**config.mk**
```make
export PLATFORM = sky130hd
export DESIGN_NAME = thermal_frame_false_colour
export DESIGN_NICKNAME = d
export VERILOG_FILES = /design/src/sv/tffc_pkg.sv /design/src/sv/tffc_div.sv /design/src/sv/thermal_frame_false_colour.sv
export SDC_FILE = /design/constraint.sdc
export NUM_CORES = 1
export LEC_CHECK = 0
export BUFFER_PORTS_ARGS = -buffer_cell sky130_fd_sc_hd__buf_2
export CAP_MARGIN = 20
export CELL_PAD_IN_SITES_DETAIL_PLACEMENT = 1
export CELL_PAD_IN_SITES_GLOBAL_PLACEMENT = 1
export CORE_AREA = 2 2 206 259
export CTS_BUF_LIST = sky130_fd_sc_hd__clkbuf_4 sky130_fd_sc_hd__clkbuf_8 sky130_fd_sc_hd__clkbuf_16
export DETAILED_ROUTE_END_ITERATION = 6
export DIE_AREA = 0 0 208 261
export PLACE_DENSITY = 0.77
export SLEW_MARGIN = 20
export SYNTH_ARGS = -nofsm -noshare
export SYNTH_HDL_FRONTEND = slang
export SYNTH_SLANG_ARGS = --single-unit
```
**constraint.sdc**
```tcl
create_clock -name clk -period 13.25 [get_ports clk]
set_input_delay 1.9875 -clock clk [delete_from_list [all_inputs] [get_ports clk]]
set_output_delay 1.9875 -clock clk [all_outputs]
set_load 0.01 [all_outputs]
```
**src/sv/tffc_pkg.sv**
```systemverilog
// Shared constants and divider interface types for the thermal false-colour block.
package tffc_pkg;

  // Frame geometry
  localparam int FRAME_COLUMNS = 32;
  localparam int FRAME_ROWS    = 24;
  localparam int FRAME_PIXELS  = FRAME_COLUMNS * FRAME_ROWS;
  localparam int PIX_W         = $clog2(FRAME_PIXELS);

  // Positions of the 2x2 centre block (left pixel of each of its two rows)
  localparam int CTR_A = (FRAME_ROWS / 2 - 1) * FRAME_COLUMNS + (FRAME_COLUMNS / 2 - 1);
  localparam int CTR_B = (FRAME_ROWS / 2) * FRAME_COLUMNS + (FRAME_COLUMNS / 2 - 1);

  // Colour index range and divider geometry
  localparam int IDX_FULL  = 180;
  localparam int QUO_W     = 8;
  localparam int PROD_W    = 24;

  // Divider request: start pulse with numerator and denominator
  typedef struct packed {
    logic        start;
    logic [15:0] num;
    logic [15:0] den;
  } tffc_div_req_t;

  // Divider response: done pulse with quotient, held until the next start
  typedef struct packed {
    logic             done;
    logic [QUO_W-1:0] quo;
  } tffc_div_rsp_t;

endpackage

```
**src/sv/tffc_div.sv**
```systemverilog
// Iterative scaler: quotient of 180*num/den, one restoring subtract step per cycle.
module tffc_div (
  input  logic                   clk,
  input  logic                   rst_n,
  input  tffc_pkg::tffc_div_req_t req,
  output tffc_pkg::tffc_div_rsp_t rsp
);

  localparam logic [1:0] S_IDLE = 2'd0;
  localparam logic [1:0] S_MUL  = 2'd1;
  localparam logic [1:0] S_DIV  = 2'd2;

  logic [1:0]                   state_r, state_nxt;
  logic [2:0]                   cnt_r, cnt_nxt;
  logic                         done_r, done_nxt;
  logic [15:0]                  num_r, num_nxt;
  logic [15:0]                  den_r, den_nxt;
  logic [15:0]                  rem_r, rem_nxt;
  logic [7:0]                   lo_r, lo_nxt;
  logic [tffc_pkg::QUO_W-1:0]   quo_r, quo_nxt;
  logic [tffc_pkg::PROD_W-1:0]  prod;
  logic [17:0]                  trial;
  logic                         ge;

  // Constant multiply by the index range
  assign prod = tffc_pkg::PROD_W'(num_r) * tffc_pkg::PROD_W'(tffc_pkg::IDX_FULL);

  // Shared subtractor: shift in next dividend bit and try the denominator
  assign trial = {1'b0, rem_r, lo_r[7]} - {2'b00, den_r};
  assign ge    = ~trial[17];

  always_comb begin
    state_nxt = state_r;
    cnt_nxt   = cnt_r;
    done_nxt  = 1'b0;
    num_nxt   = num_r;
    den_nxt   = den_r;
    rem_nxt   = rem_r;
    lo_nxt    = lo_r;
    quo_nxt   = quo_r;
    case (state_r)
      S_IDLE: begin
        if (req.start) begin
          num_nxt   = req.num;
          den_nxt   = req.den;
          state_nxt = S_MUL;
        end
      end
      S_MUL: begin
        // quotient is below 256, so the high part is already below den
        rem_nxt   = prod[23:8];
        lo_nxt    = prod[7:0];
        cnt_nxt   = 3'd0;
        state_nxt = S_DIV;
      end
      S_DIV: begin
        rem_nxt = ge ? trial[15:0] : {rem_r[14:0], lo_r[7]};
        lo_nxt  = {lo_r[6:0], 1'b0};
        quo_nxt = {quo_r[tffc_pkg::QUO_W-2:0], ge};
        cnt_nxt = cnt_r + 3'd1;
        if (cnt_r == 3'd7) begin
          done_nxt  = 1'b1;
          state_nxt = S_IDLE;
        end
      end
      default: state_nxt = S_IDLE;
    endcase
  end

  always_ff @(posedge clk) begin
    if (!rst_n) begin
      state_r <= S_IDLE;
      cnt_r   <= 3'd0;
      done_r  <= 1'b0;
    end else begin
      state_r <= state_nxt;
      cnt_r   <= cnt_nxt;
      done_r  <= done_nxt;
    end
  end

  // Datapath registers
  always_ff @(posedge clk) begin
    num_r <= num_nxt;
    den_r <= den_nxt;
    rem_r <= rem_nxt;
    lo_r  <= lo_nxt;
    quo_r <= quo_nxt;
  end

  assign rsp.done = done_r;
  assign rsp.quo  = quo_r;

endmodule

```
**src/sv/thermal_frame_false_colour.sv**
```systemverilog
// Thermal frame false colour: per-pixel RGB565 mapping with frame min/max/centre statistics.
// One pixel temperature is taken per item and one colour comes out for it. Each pixel is
// scaled with the min and max of the previous finished frame to an index 0..180 and mapped
// through a six-segment ramp to RGB565. Each item goes in order through loading the scaler,
// a constant multiply, eight restoring subtract steps in the shared scaler, and the move of
// its colour into the output register. The input stalls from acceptance until that move,
// which waits while a held output is stalled; a finished colour waiting in the output
// register does not hold off the next pixel. On the last pixel of a frame frame_done is set
// together with the frame's min, max and centre average; otherwise those statistics read
// zero. frame_start forces a pixel to position zero of a new frame.
module thermal_frame_false_colour (
  input  logic               clk,
  input  logic               rst_n,
  input  logic               in_valid,
  output logic               in_stall,
  input  logic signed [15:0] in_temperature,
  input  logic               in_frame_start,
  output logic               out_valid,
  input  logic               out_stall,
  output logic [15:0]        out_colour565,
  output logic               out_frame_done,
  output logic signed [15:0] out_frame_min,
  output logic signed [15:0] out_frame_max,
  output logic signed [15:0] out_centre_temp
);

  localparam int PW = tffc_pkg::PIX_W;

  // Index source selected at acceptance
  localparam logic [1:0] SEL_ZERO = 2'd0;
  localparam logic [1:0] SEL_FULL = 2'd1;
  localparam logic [1:0] SEL_DIV  = 2'd2;

  // Six-segment ramp, index 0..180 to RGB565; divisions by 3 and 6 via reciprocals
  function automatic logic [15:0] ramp565(input logic [7:0] j);
    logic [7:0]  k;
    logic [19:0] p;
    logic [7:0]  r;
    logic [7:0]  g;
    logic [7:0]  b;
    k = 8'd0;
    p = 20'd0;
    r = 8'd0;
    g = 8'd0;
    b = 8'd0;
    if (j < 8'd30) begin
      b = 8'd20 + {j[5:0], 2'b00};
    end else if (j < 8'd60) begin
      k = j - 8'd30;
      r = {k[5:0], 2'b00};
      b = 8'd140 - {k[6:0], 1'b0};
    end else if (j < 8'd90) begin
      k = j - 8'd60;
      p = 20'(k) * 20'd9;
      r = 8'd120 + p[8:1];
      p = (20'd240 - 20'(k) * 20'd7) * 20'd171;
      b = p[16:9];
    end else if (j < 8'd120) begin
      k = j - 8'd90;
      r = 8'd255;
      g = {k[6:0], 1'b0};
      p = (20'd30 - 20'(k)) * 20'd171;
      b = p[16:9];
    end else if (j < 8'd150) begin
      k = j - 8'd120;
      r = 8'd255;
      p = 20'(k) * 20'd35 * 20'd683;
      g = 8'd60 + p[19:12];
    end else begin
      k = ((j > 8'd180) ? 8'd180 : j) - 8'd150;
      r = 8'd255;
      p = 20'(k) * 20'd342;
      g = 8'd235 + p[16:9];
      p = 20'(k) * 20'd17;
      b = p[8:1];
    end
    return {r[7:3], g[7:2], b[7:3]};
  endfunction

  // Control
  logic                busy_r, busy_nxt;
  logic                wait_r, wait_nxt;
  logic                out_valid_r, out_valid_nxt;
  logic [PW-1:0]       idx_r, idx_nxt;
  // Frame statistics
  logic signed [15:0]  rmin_r, rmin_nxt;
  logic signed [15:0]  rmax_r, rmax_nxt;
  logic signed [17:0]  csum_r, csum_nxt;
  logic signed [15:0]  smin_r, smin_nxt;
  logic signed [15:0]  smax_r, smax_nxt;
  // Per-item results carried to the output
  logic [1:0]          sel_r;
  logic                pdone_r;
  logic signed [15:0]  pmin_r, pmax_r, pavg_r;
  logic [15:0]         col_r;
  logic                odone_r;
  logic signed [15:0]  omin_r, omax_r, oavg_r;

  logic                accept;
  logic                fin;
  logic                load_out;
  logic [PW-1:0]       idx_eff;
  logic                first, last, is_ctr;
  logic signed [17:0]  csum_base;
  logic [16:0]         num_diff, den_diff;
  logic [1:0]          sel_nxt;
  logic [7:0]          cidx;
  logic signed [17:0]  avg_full;

  tffc_pkg::tffc_div_req_t div_req;
  tffc_pkg::tffc_div_rsp_t div_rsp;

  tffc_div u_div (
    .clk   (clk),
    .rst_n (rst_n),
    .req   (div_req),
    .rsp   (div_rsp)
  );

  // Handshake
  assign in_stall = busy_r;
  assign accept   = in_valid && !busy_r;
  assign fin      = div_rsp.done || wait_r;
  assign load_out = fin && (!out_valid_r || !out_stall);

  // Frame position
  assign idx_eff = in_frame_start ? '0 : idx_r;
  assign first   = (idx_eff == '0);
  assign last    = (idx_eff == PW'(tffc_pkg::FRAME_PIXELS - 1));
  assign is_ctr  = (idx_eff == PW'(tffc_pkg::CTR_A)) || (idx_eff == PW'(tffc_pkg::CTR_A + 1)) ||
                   (idx_eff == PW'(tffc_pkg::CTR_B)) || (idx_eff == PW'(tffc_pkg::CTR_B + 1));

  // Running statistics for the accepted pixel
  assign csum_base = first ? 18'sd0 : csum_r;
  assign avg_full  = csum_nxt >>> 2;

  always_comb begin
    rmin_nxt = rmin_r;
    rmax_nxt = rmax_r;
    csum_nxt = csum_r;
    smin_nxt = smin_r;
    smax_nxt = smax_r;
    idx_nxt  = idx_r;
    if (accept) begin
      if (first) begin
        rmin_nxt = in_temperature;
        rmax_nxt = in_temperature;
      end else begin
        rmin_nxt = (in_temperature < rmin_r) ? in_temperature : rmin_r;
        rmax_nxt = (in_temperature > rmax_r) ? in_temperature : rmax_r;
      end
      csum_nxt = is_ctr ? csum_base + 18'(in_temperature) : csum_base;
      if (last) begin
        smin_nxt = rmin_nxt;
        smax_nxt = rmax_nxt;
        idx_nxt  = '0;
      end else begin
        idx_nxt = idx_eff + PW'(1);
      end
    end
  end

  // Scaling against the previous frame's extremes
  assign num_diff = 17'(in_temperature) - 17'(smin_r);
  assign den_diff = 17'(smax_r) - 17'(smin_r);

  always_comb begin
    if (smax_r <= smin_r || in_temperature < smin_r) begin
      sel_nxt = SEL_ZERO;
    end else if (in_temperature >= smax_r) begin
      sel_nxt = SEL_FULL;
    end else begin
      sel_nxt = SEL_DIV;
    end
  end

  assign div_req.start = accept;
  assign div_req.num   = num_diff[15:0];
  assign div_req.den   = den_diff[15:0];

  // Colour index selection
  always_comb begin
    case (sel_r)
      SEL_ZERO: cidx = 8'd0;
      SEL_FULL: cidx = 8'(tffc_pkg::IDX_FULL);
      SEL_DIV:  cidx = div_rsp.quo;
      default:  cidx = 8'd0;
    endcase
  end

  // Sequencing of one item
  always_comb begin
    busy_nxt      = busy_r;
    wait_nxt      = fin && !load_out;
    out_valid_nxt = out_valid_r && out_stall;
    if (accept) begin
      busy_nxt = 1'b1;
    end else if (load_out) begin
      busy_nxt = 1'b0;
    end
    if (load_out) begin
      out_valid_nxt = 1'b1;
    end
  end

  always_ff @(posedge clk) begin
    if (!rst_n) begin
      busy_r      <= 1'b0;
      wait_r      <= 1'b0;
      out_valid_r <= 1'b0;
      idx_r       <= '0;
      rmin_r      <= '0;
      rmax_r      <= '0;
      csum_r      <= '0;
      smin_r      <= '0;
      smax_r      <= '0;
    end else begin
      busy_r      <= busy_nxt;
      wait_r      <= wait_nxt;
      out_valid_r <= out_valid_nxt;
      idx_r       <= idx_nxt;
      rmin_r      <= rmin_nxt;
      rmax_r      <= rmax_nxt;
      csum_r      <= csum_nxt;
      smin_r      <= smin_nxt;
      smax_r      <= smax_nxt;
    end
  end

  // Item payload captured at acceptance
  always_ff @(posedge clk) begin
    if (accept) begin
      sel_r   <= sel_nxt;
      pdone_r <= last;
      pmin_r  <= last ? rmin_nxt : 16'sd0;
      pmax_r  <= last ? rmax_nxt : 16'sd0;
      pavg_r  <= last ? avg_full[15:0] : 16'sd0;
    end
  end

  // Output register
  always_ff @(posedge clk) begin
    if (load_out) begin
      col_r   <= ramp565(cidx);
      odone_r <= pdone_r;
      omin_r  <= pmin_r;
      omax_r  <= pmax_r;
      oavg_r  <= pavg_r;
    end
  end

  assign out_valid       = out_valid_r;
  assign out_colour565   = col_r;
  assign out_frame_done  = odone_r;
  assign out_frame_min   = omin_r;
  assign out_frame_max   = omax_r;
  assign out_centre_temp = oavg_r;

  // Every accepted pixel yields a scaler done pulse
  a_div_latency: assert property (@(posedge clk) disable iff (!rst_n)
    accept |-> ##10 div_rsp.done)
    else $error("scaler result not on schedule");

  // No scaler result without a pixel in flight
  a_done_busy: assert property (@(posedge clk) disable iff (!rst_n)
    div_rsp.done |-> busy_r && !wait_r)
    else $error("scaler result without pending pixel");

  // Frame position stays inside the frame
  a_idx_range: assert property (@(posedge clk) disable iff (!rst_n)
    idx_r <= PW'(tffc_pkg::FRAME_PIXELS - 1))
    else $error("pixel position out of frame");

  // Statistics read zero except on the last pixel
  a_stats_zero: assert property (@(posedge clk) disable iff (!rst_n)
    out_valid && !out_frame_done |->
      out_frame_min == 16'sd0 && out_frame_max == 16'sd0 && out_centre_temp == 16'sd0)
    else $error("statistics set outside frame end");

endmodule
```
## Yosys cells after proc, flatten, opt, wreduce, memory -nomap -nowiden

Index checks and enable logic that the tools add are counted.
Widths: inputs -> output; s select.

| storage, ports and cells | value |
|---|---|
| bits in registers | 281 |
| bits of input ports | 21 |
| output and inout port bits | 67 |
| logic and storage cells | 138 |

| cells by class | value |
|---|---|
| add/subtract/negate cells | 18 |
| multipliers | 9 |
| order comparisons | 11 |
| eq/ne operators | 12 |
| muxes and demuxes | 34 |
| bitwise logic cells | 1 |
| reduce and logical (&&, ||, !) cells | 23 |

Operators by type and width:

| cell | count |
|---|---|
| $mux 16 | 7 |
| $mux 8 | 10 |
| $mux 18 | 3 |
| $eq 10x9->1 const B | 4 |
| $lt 16x16->1 | 2 |
| $pmux 16 s2 | 1 |
| $pmux 8 s2 | 2 |
| $sub 16x16->16 | 2 |
| $mul 16x6->22 const B | 1 |
| $mul 14x10->20 const B | 1 |
| $mux 10 | 2 |
| $add 18x16->18 | 1 |
| $sub 17x16->18 | 1 |
| $mul 12x9->17 const B | 1 |
| $mul 9x9->17 const B | 1 |
| $ge 16x16->1 | 1 |
| $gt 16x16->1 | 1 |
| $le 16x16->1 | 1 |
| $lt 8x7->1 const B | 2 |
| $mul 8x8->16 const B | 1 |
| $sub 8x7->8 const B | 2 |
| $mul 8x6->14 const B | 1 |
| $sub 8x11->12 const A | 1 |
| $mul 8x3->11 const B | 1 |
| other kinds (36) | 58 |

## Logic depth before layout (Yosys ltp)

Gate-level depths: netlist of run 1.

| logic depth | value |
|---|---|
| depth after elaboration | 11 |
| depth in mapped cells | 46 |
| gate-level depth less buffers | 43 |

## Modules after synthesis

A second synthesis of run 1 with hierarchy kept.

| unflattened totals | value |
|---|---|
| cells, all modules | 2703 |
| area total of the unflattened synthesis | 25831.0 um^2 |

Modules (own cells, without submodules):

| module | instances | cells an instance | area an instance (um^2) | seq. area each (um^2) |
|---|---|---|---|---|
| thermal_frame_false_colour | 1 | 2205 | 20568.5 | 5385.2 |
| tffc_div | 1 | 498 | 5262.5 | 1981.9 |

## Least setup slack after synthesis of run 1

No wires, ideal clock.

| path | value |
|---|---|
| kind | reg-to-reg |
| start point | register sel_r[0] |
| end point | register col_r[9], in the netlist out_colour565[9], data pin |
| setup time | 0.270 ns |
| arrival time | 9.031 ns |
| required time | 12.980 ns |
| setup slack | 3.949 ns |
| stages on the path, launching flop included | 46 |
| path buffers | 3 |
| clock period less this slack | 9.301 ns |
| path through | edfxtp_1 -> inv_1 -> ha_1 -> buf_2 -> nand2_1 -> inv_1 -> buf_2 -> ha_1 -> clkbuf_1 -> xnor2_1 -> inv_1 -> ha_1 -> ha_1 -> inv_1 -> fa_1 -> inv_1 -> ha_1 -> inv_1 -> [... 10 more ...] -> fa_1 -> inv_1 -> fa_1 -> inv_1 -> ha_1 -> a21o_1 -> a21o_1 -> o21ai_1 -> nand2_1 -> or2_2 -> ha_1 -> nand2_1 -> a21oi_1 -> o21ai_0 -> o2111ai_1 -> xor2_1 -> o22ai_1 -> nor3_1 |

| on the way | value |
|---|---|
| cells in the longest elaborated chain, start to end | 9 |
| elaborated cells on any way between the ends | 21 |
| those cells by class | 5 x add/sub; 3 x mul; 6 x order compare; 2 x eq/ne; 4 x mux; 1 x reduce/logical |

Ends and longest elaborated chain:

| what | RTL line | RTL |
|---|---|---|
| start, declared | thermal_frame_false_colour.sv:92 | `logic [1:0] sel_r;` |
| start signal, assigned | thermal_frame_false_colour.sv:233 | `sel_r <= sel_nxt;` |
| $eq 2x2->1 or $eq 2x1->1 (tied branches) | thermal_frame_false_colour.sv:183 | `case (sel_r)` |
| $pmux 8 s2 (*) | thermal_frame_false_colour.sv:183 |  |
| branches (longest 7 deep; another with $mul 14x10->20) | -- |  |
| end signal, assigned | thermal_frame_false_colour.sv:244 | `col_r <= ramp565(cidx);` |
| end, declared | thermal_frame_false_colour.sv:95 | `logic [15:0] col_r;` |

Mark *: on every way between the ends.
A chain may end at the register's enable or synchronous reset.

## Worst setup path after layout of run 1

Ends and elaborated chain as after synthesis.

==> flow_summary.yaml, run 1 <==
placed_design:
  dp.cells: 3383
  pre_cts_ws_ns: 2.58
  dp_hpwl_um: 54100
  io_buffers: 87
  routabilityCongestion: 0.902
  placed_area_mm2: 0.0269
timing:
  rsz0062_at_grt: "no"
  drv_slew: 0
  fin_skew_ns: 0.0242
  period_minus_slack_ns: 10.67
  finalSetupViolCount: 0
  hold_viol: 0
  setup_ws_ns: 2.58
  worstMarginPinSlew_ns: 0.971
  clock.fmax_mhz: 93.8
  finalSetupTns_ns: 0
  holdWs_ns: 0.422
  relSlewSlack_pct: 35.0
  min_period_over_period_pct: 80.5
setup_path:
  slowest_delay_ns: 0.63
  startpoint_type: "flip-flop"
  crit_fanout: 16
  crit_path_frequent_cell: "ha_1"
  crit_arrival_ns: 10.95
  path_class: "flip-flop to flip-flop"
  worstPathRequired_ns: 13.54
  cp-end-kind: "flip-flop"
  crit_slowest_cell: "xnor2_1"
  reg2regPathDepth: 40
  rrSetupSlack_ns: 2.58
worst_hold_path:
  hp-class: "flip-flop to flip-flop"
  whs_path_depth: 0
pwr:
  leakagePower_nw: 12.6
  powerDensity_mw_per_mm2: 234
  irDropWorstVdd_v: 0.000242
clock_network:
  clock-sinks: 279
  htree_levels: 1
  clk_path_buf_depth: 3
  post-cts-setup-buffer-count: 0
  cts_hold_buffers: 0
  clk_pin_slew_worst_paths_ns: 0.06
  root_buffer: "clkbuf_16"
  insertion_delay_ns: 0.60
  cts.repair.resized: 0
  numCtsBuffers: 30
  cts_tree: "done"
yosys:
  ys_seq_area_share_pct: 28.7
  yosysTopAreaCell: "ha_1"
  netlist_area_mm2: 0.0257
  syn_inst: 2671
  yosysUniqueCellTypes: 93
  synthFlopType: "edfxtp_1"
  avgSynthCellArea_um2: 9.62
  synth_edf_count: 178
  ys_ff_latch: 279
  synth_warnings: 0
  syn_nets: 3255
  synth_area_leaders: "ha_1 (21%), edfxtp_1 (21%), fa_1 (10%)"
  ys_async_sr_fraction_pct: 0
  yosys.area.top_type_share_pct: 20.9
floorplan:
  dieHeight_um: 261
  start_util_pct: 49.4
  rows: 94
  fp.dieW_um: 208
  io_pins: 88
  coreArea_mm2: 0.0520
  die-area_mm2: 0.0543
routing:
  drt-total-wl_um: 67800
  ant_nets: 0
  viasPerCell: 5.62
  first_pass_iters: 5
  drc_errors: 0
  vias: 19300
  drtIter0Drc: 719
  wire_per_inst_um: 19.7
finish:
  stdcell_area_mm2: 0.0279
  drive_gt1_share_pct: 7.48
  syn_to_final_growth_pct: 8.50
  fin_nets: 3327
  num_antenna_cells: 0
  instances_no_fill: 3439
global_routing:
  grt_pass1_wl_um: 110000
  grt_max_degree: 52
  grt_overflow: 0
  grt_pass1_vias: 21400
  antenna_found_initial: 0
  groute.usage.overall_pct: 25.1
run:
  timing.max_cap.violations: 0
status:
  status: "finished, final reports clean"
-- cell usage after synthesis (14+ instances only) --
master	n
nor2_1	227
a21oi_1	137
nand4_1	14
nand2b_1	17
mux2i_1	76
clkbuf_1	52
and2_1	43
xor2_1	38
and3_1	18
a21o_1	33
edfxtp_1	178
dfxtp_1	101
xnor2_1	114
o21ai_0	88
a211oi_1	25
ha_1	429
nor2b_1	35
nor3_1	40
o21a_1	19
nand2_1	105
fa_1	134
a22oi_1	15
nand3_1	45
inv_1	434
-- registers in the layout, summed over array words and instances, names as in the netlist, 3 cells and up --
signal           flops
csum_r              18
out_centre_temp     16
out_colour565       16
out_frame_max       16
out_frame_min       16
pavg_r              16
pmax_r              16
pmin_r              16
rmax_r              16
rmin_r              16
smax_r              16
smin_r              16
u_div.den_r         16
u_div.num_r         16
u_div.rem_r         16
idx_r               10
u_div.quo_r          8
u_div.lo_r           6
u_div.cnt_r          3
-- where the power goes --
group / internal, W / switching, W
clock network: 0.000480 / 0.000376
logic: 0.00198 / 0.00265
registers: 0.00101 / 0.0000290
total: 0.00346 / 0.00306
-- cell usage in the layout (no fill, tap or decap), drive strengths merged, types with 11 or more instances in the layout --
| cell | n |
|---|---|
| o21a | 20 |
| xor2 | 39 |
| a211oi | 29 |
| and2 | 43 |
| and3 | 19 |
| o21ai | 100 |
| clkbuf | 37 |
| nor2b | 35 |
| a21o | 33 |
| mux2i | 76 |
| inv | 445 |
| o21bai | 14 |
| nand4 | 14 |
| xnor2 | 114 |
| nor2 | 228 |
| a22oi | 15 |
| a21boi | 11 |
| or2 | 11 |
| nor3 | 41 |
| nand2 | 105 |
| dfxtp | 101 |
| nand2b | 17 |
| clkinv | 11 |
| buf | 105 |
| edfxtp | 178 |
| ha | 429 |
| nand3 | 46 |
| a21oi | 138 |
| fa | 134 |
| or3 | 13 |
| a31oi | 13 |
-- through the flow --
stage | util (%) | total power, W
global placement | 51.7 | 0.00538
floorplan | - | 0.00449
CTS | 53.6 | 0.00660
finish | 53.6 | 0.00652
global route | 53.6 | 0.00719
detailed placement | 51.7 | 0.00569
-- path summary, 6_finish.rpt --
kind | endpoint | start
setup / recovery | out_colour565[9]$_SDFFCE_PP0P_ | sel_r[0]$_SDFFCE_PP0P_
hold / removal | out_frame_min[9]$_DFFE_PP_ | pmin_r[9]$_SDFFCE_PN0P_
setup reg to reg | out_colour565[9]$_SDFFCE_PP0P_ | sel_r[0]$_SDFFCE_PP0P_
hold reg to reg | out_frame_min[9]$_DFFE_PP_ | pmin_r[9]$_SDFFCE_PN0P_
-- per-layer routing --
metal,wire length (um),track usage [%]
met4,2660,9.85
met1,26100,27.0
met5,0,0
met3,1660,2.24
met2,37400,50.4
-- worst max-delay path, delay by kind of cell, from the launching register on --
| family | cells | cell delay (ns) |
|---|---|---|
| and+or+nand+nor | 6 | 1.12 |
| DFF | 1 | 0.39 |
| AOI/OAI and AO/OA | 11 | 1.77 |
| xor gates and xnor gates | 4 | 1.45 |
| adders and majority gates | 12 | 4.79 |
| buffers and inverters | 7 | 0.84 |
-- cell type report --
| cell class | count | area (um^2) |
|---|---|---|
| Timing Repair Buffer | 105 | 583 |
| Clock inverter | 19 | 186 |
| Clock buffer | 37 | 810 |
| Tap cell | 672 | 841 |
| Multi-Input combinational cell | 1888 | 16400 |
| Fill cell | 5932 | 24100 |
| Sequential cell | 279 | 7370 |
| Inverter | 439 | 1650 |
-- logic make-up (layout without fill, tap and decap cells) --
logic type	after synthesis	count (layout)	share of synthesized area (%)
AND/OR/NAND/NOR	616	616	11.7
buffers and inverters	504	600	7.48
multiplexers	82	82	3.22
adder cells (fa/ha/maj)	563	563	31.3
flip-flops	279	279	28.7
XOR/XNOR	153	153	5.25
AO/OA/AOI/OAI	474	474	12.3
Note: power is estimated with default switching activity, not from simulation.
==> run 2: changes to the inputs <==
CORE_AREA = 2 2 215 270   (was 2 2 206 259)
DIE_AREA = 0 0 217 272   (was 0 0 208 261)
PLACE_DENSITY = 0.74   (was 0.77)
clock period = 9.7 ns   (was 13.25 ns; I/O delays follow)
==> flow_summary.yaml, run 2 (synthesis results as in run 1) <==
setup_path:
  path_class: "flip-flop to flip-flop"
  r2r_start: "sel_r[0]$_SDFFCE_PP0P_"
  startpoint_type: "flip-flop"
  crit_arrival_ns: 9.46
  cp-end-kind: "flip-flop"
  rrSetupSlack_ns: 0.53
  slowest_delay_ns: 0.54
  r2r-end: "out_colour565[9]$_SDFFCE_PP0P_"
  reg2regPathDepth: 42
  worstPathRequired_ns: 9.99
  crit_path_frequent_cell: "ha_1"
  crit_slowest_cell: "fa_1"
  crit_fanout: 16
worst_hold_path:
  whs_path_depth: 0
  hp-class: "flip-flop to flip-flop"
  holdPathEnd: "out_frame_min[13]$_DFFE_PP_"
  worstHoldStart: "pmin_r[13]$_SDFFCE_PN0P_"
routing:
  viasPerCell: 5.49
  wire_per_inst_um: 19.0
  vias: 19400
  first_pass_iters: 5
  drtIter0Drc: 674
  ant_nets: 0
  drt-total-wl_um: 67100
  drc_errors: 0
global_routing:
  grt_pass1_wl_um: 109000
  grt_overflow: 0
  grt_pass1_vias: 21400
  grt_max_degree: 67
  antenna_found_initial: 0
  groute.usage.overall_pct: 22.9
timing:
  relSlewSlack_pct: 31.3
  worstMarginPinSlew_ns: 1.03
  fin_skew_ns: 0.0307
  finalSetupTns_ns: 0
  drv_slew: 0
  hold_viol: 0
  rsz0062_at_grt: "no"
  min_period_over_period_pct: 94.5
  finalSetupViolCount: 0
  clock.fmax_mhz: 109
  period_minus_slack_ns: 9.17
finish:
  fin_nets: 3342
  post-route-util_pct: 49.7
  layout_common_cells: "inv_1 (433), ha_1 (426), nor2_1 (227), edfxtp_1 (178), a21oi_1 (135)"
  largest_reg_flops: 18
  num_antenna_cells: 0
  largest-register: "csum_r"
  syn_to_final_growth_pct: 9.67
  fill_cells: 6450
  drive_gt1_share_pct: 8.20
  layout.cells.most_common: "inv_1"
pwr:
  switchingPower_w: 0.00413
  sw_frac_of_total_pct: 46.5
  p_int_w: 0.00475
  leakagePower_nw: 12.7
  powerDensity_mw_per_mm2: 315
  irDropWorstVdd_v: 0.000457
  clkPwrFrac_pct: 13.6
  comb_power_share_pct: 70.4
  p_seq_share_pct: 15.9
status:
  status: "finished, final reports clean"
run:
  timing.max_cap.violations: 0
floorplan:
  start_util_pct: 45.4
  coreArea_mm2: 0.0566
  fp.dieW_um: 217
  rows: 98
  die-area_mm2: 0.0590
  dieHeight_um: 272
  io_pins: 88
placed_design:
  dp_hpwl_um: 53600
  io_buffers: 87
  routabilityCongestion: 0.872
clock_network:
  cts_tree: "done"
  clk_path_buf_depth: 3
  clk_pin_slew_worst_paths_ns: 0.07
  insertion_delay_ns: 0.60
  clock-sinks: 279
  root_buffer: "clkbuf_16"
  htree_levels: 1
  numCtsBuffers: 30
[run 2: cell types whose count changed in the layout (fill, tap and decap cells not counted), moves of 2 or more]
cell	change
inv_8	+3
ha_1	-2
inv_4	-4
buf_4	+14
clkbuf_4	-2
clkinvlp_4	+3
[run 2: how the worst max path moves through the flow]
stage / from / end
2_1_floorplan: sel_r[0]$_SDFFCE_PP0P_ / out_colour565[9]$_SDFFCE_PP0P_
3_3_place_gp: sel_r[0]$_SDFFCE_PP0P_ / out_colour565[9]$_SDFFCE_PP0P_
3_5_place_dp: sel_r[0]$_SDFFCE_PP0P_ / out_colour565[9]$_SDFFCE_PP0P_
4_1_cts: sel_r[0]$_SDFFCE_PP0P_ / out_colour565[9]$_SDFFCE_PP0P_
5_1_grt: sel_r[0]$_SDFFCE_PP0P_ / out_colour565[9]$_SDFFCE_PP0P_
6_report: sel_r[0]$_SDFFCE_PP0P_ / out_colour565[9]$_SDFFCE_PP0P_
[run 2: metrics by stage]
step	instance area [um^2]	hold slack, ns	setup slack (ns)	instances	power, W
after global placement	27100	0.402	0.453	3473	0.00728
after CTS	28100	0.422	0.0205	3530	0.00896
after detailed placement	27100	0.405	0.0592	3474	0.00767
after global routing	28200	0.426	0.00347	3532	0.00978
after floorplan	25700	0.400	0.399	2671	0.00613
final	28200	0.420	0.531	3532	0.00888
[run 2: cell type report]
class	instances	area (um^2)	share of cell area [%]
clock buffer	36	808	2.87
clock inverter	20	231	0.822
inverter	439	1650	5.87
multi-input combinational	1888	16500	58.5
sequential	279	7370	26.1
tap	750	938	3.33
timing repair buffer	120	703	2.50
[run 2: per-layer routing]
layer | wire, um | vias to the layer above | GRT usage (%)
met2 | 36300 | 273 | 44.8
met5 | 0 | - | 0
li1 | - | 9338 | -
met4 | 2550 | 0 | 8.65
met3 | 1730 | 124 | 2.12
met1 | 26400 | 9655 | 25.3
[run 2: power groups by stage]
stage / Clock, W / Combinational, W / Sequential [W]
2_1_floorplan: 0 / 0.00470 / 0.00142
3_3_place_gp: 0 / 0.00584 / 0.00144
3_5_place_dp: 0 / 0.00623 / 0.00144
4_1_cts: 0.00125 / 0.00629 / 0.00142
5_1_grt: 0.00128 / 0.00707 / 0.00142
6_report: 0.00121 / 0.00626 / 0.00142
[run 2: critical path, delay by kind of cell, from the launching register on]
kind                     cells  cell delay [ns]
buffers and inverters        8             0.73
flip-flops                   1             0.39
adder cells (fa/ha/maj)     13             4.50
XOR/XNOR                     3             0.48
AO/OA/AOI/OAI               11             1.79
AND/OR/NAND/NOR              7             0.96
[run 2: repair_timing]
item	CTS	global route
hold buffers	0	0
buffers inserted	0	1
gates resized for setup	0	6
setup endpoints to repair	0	4
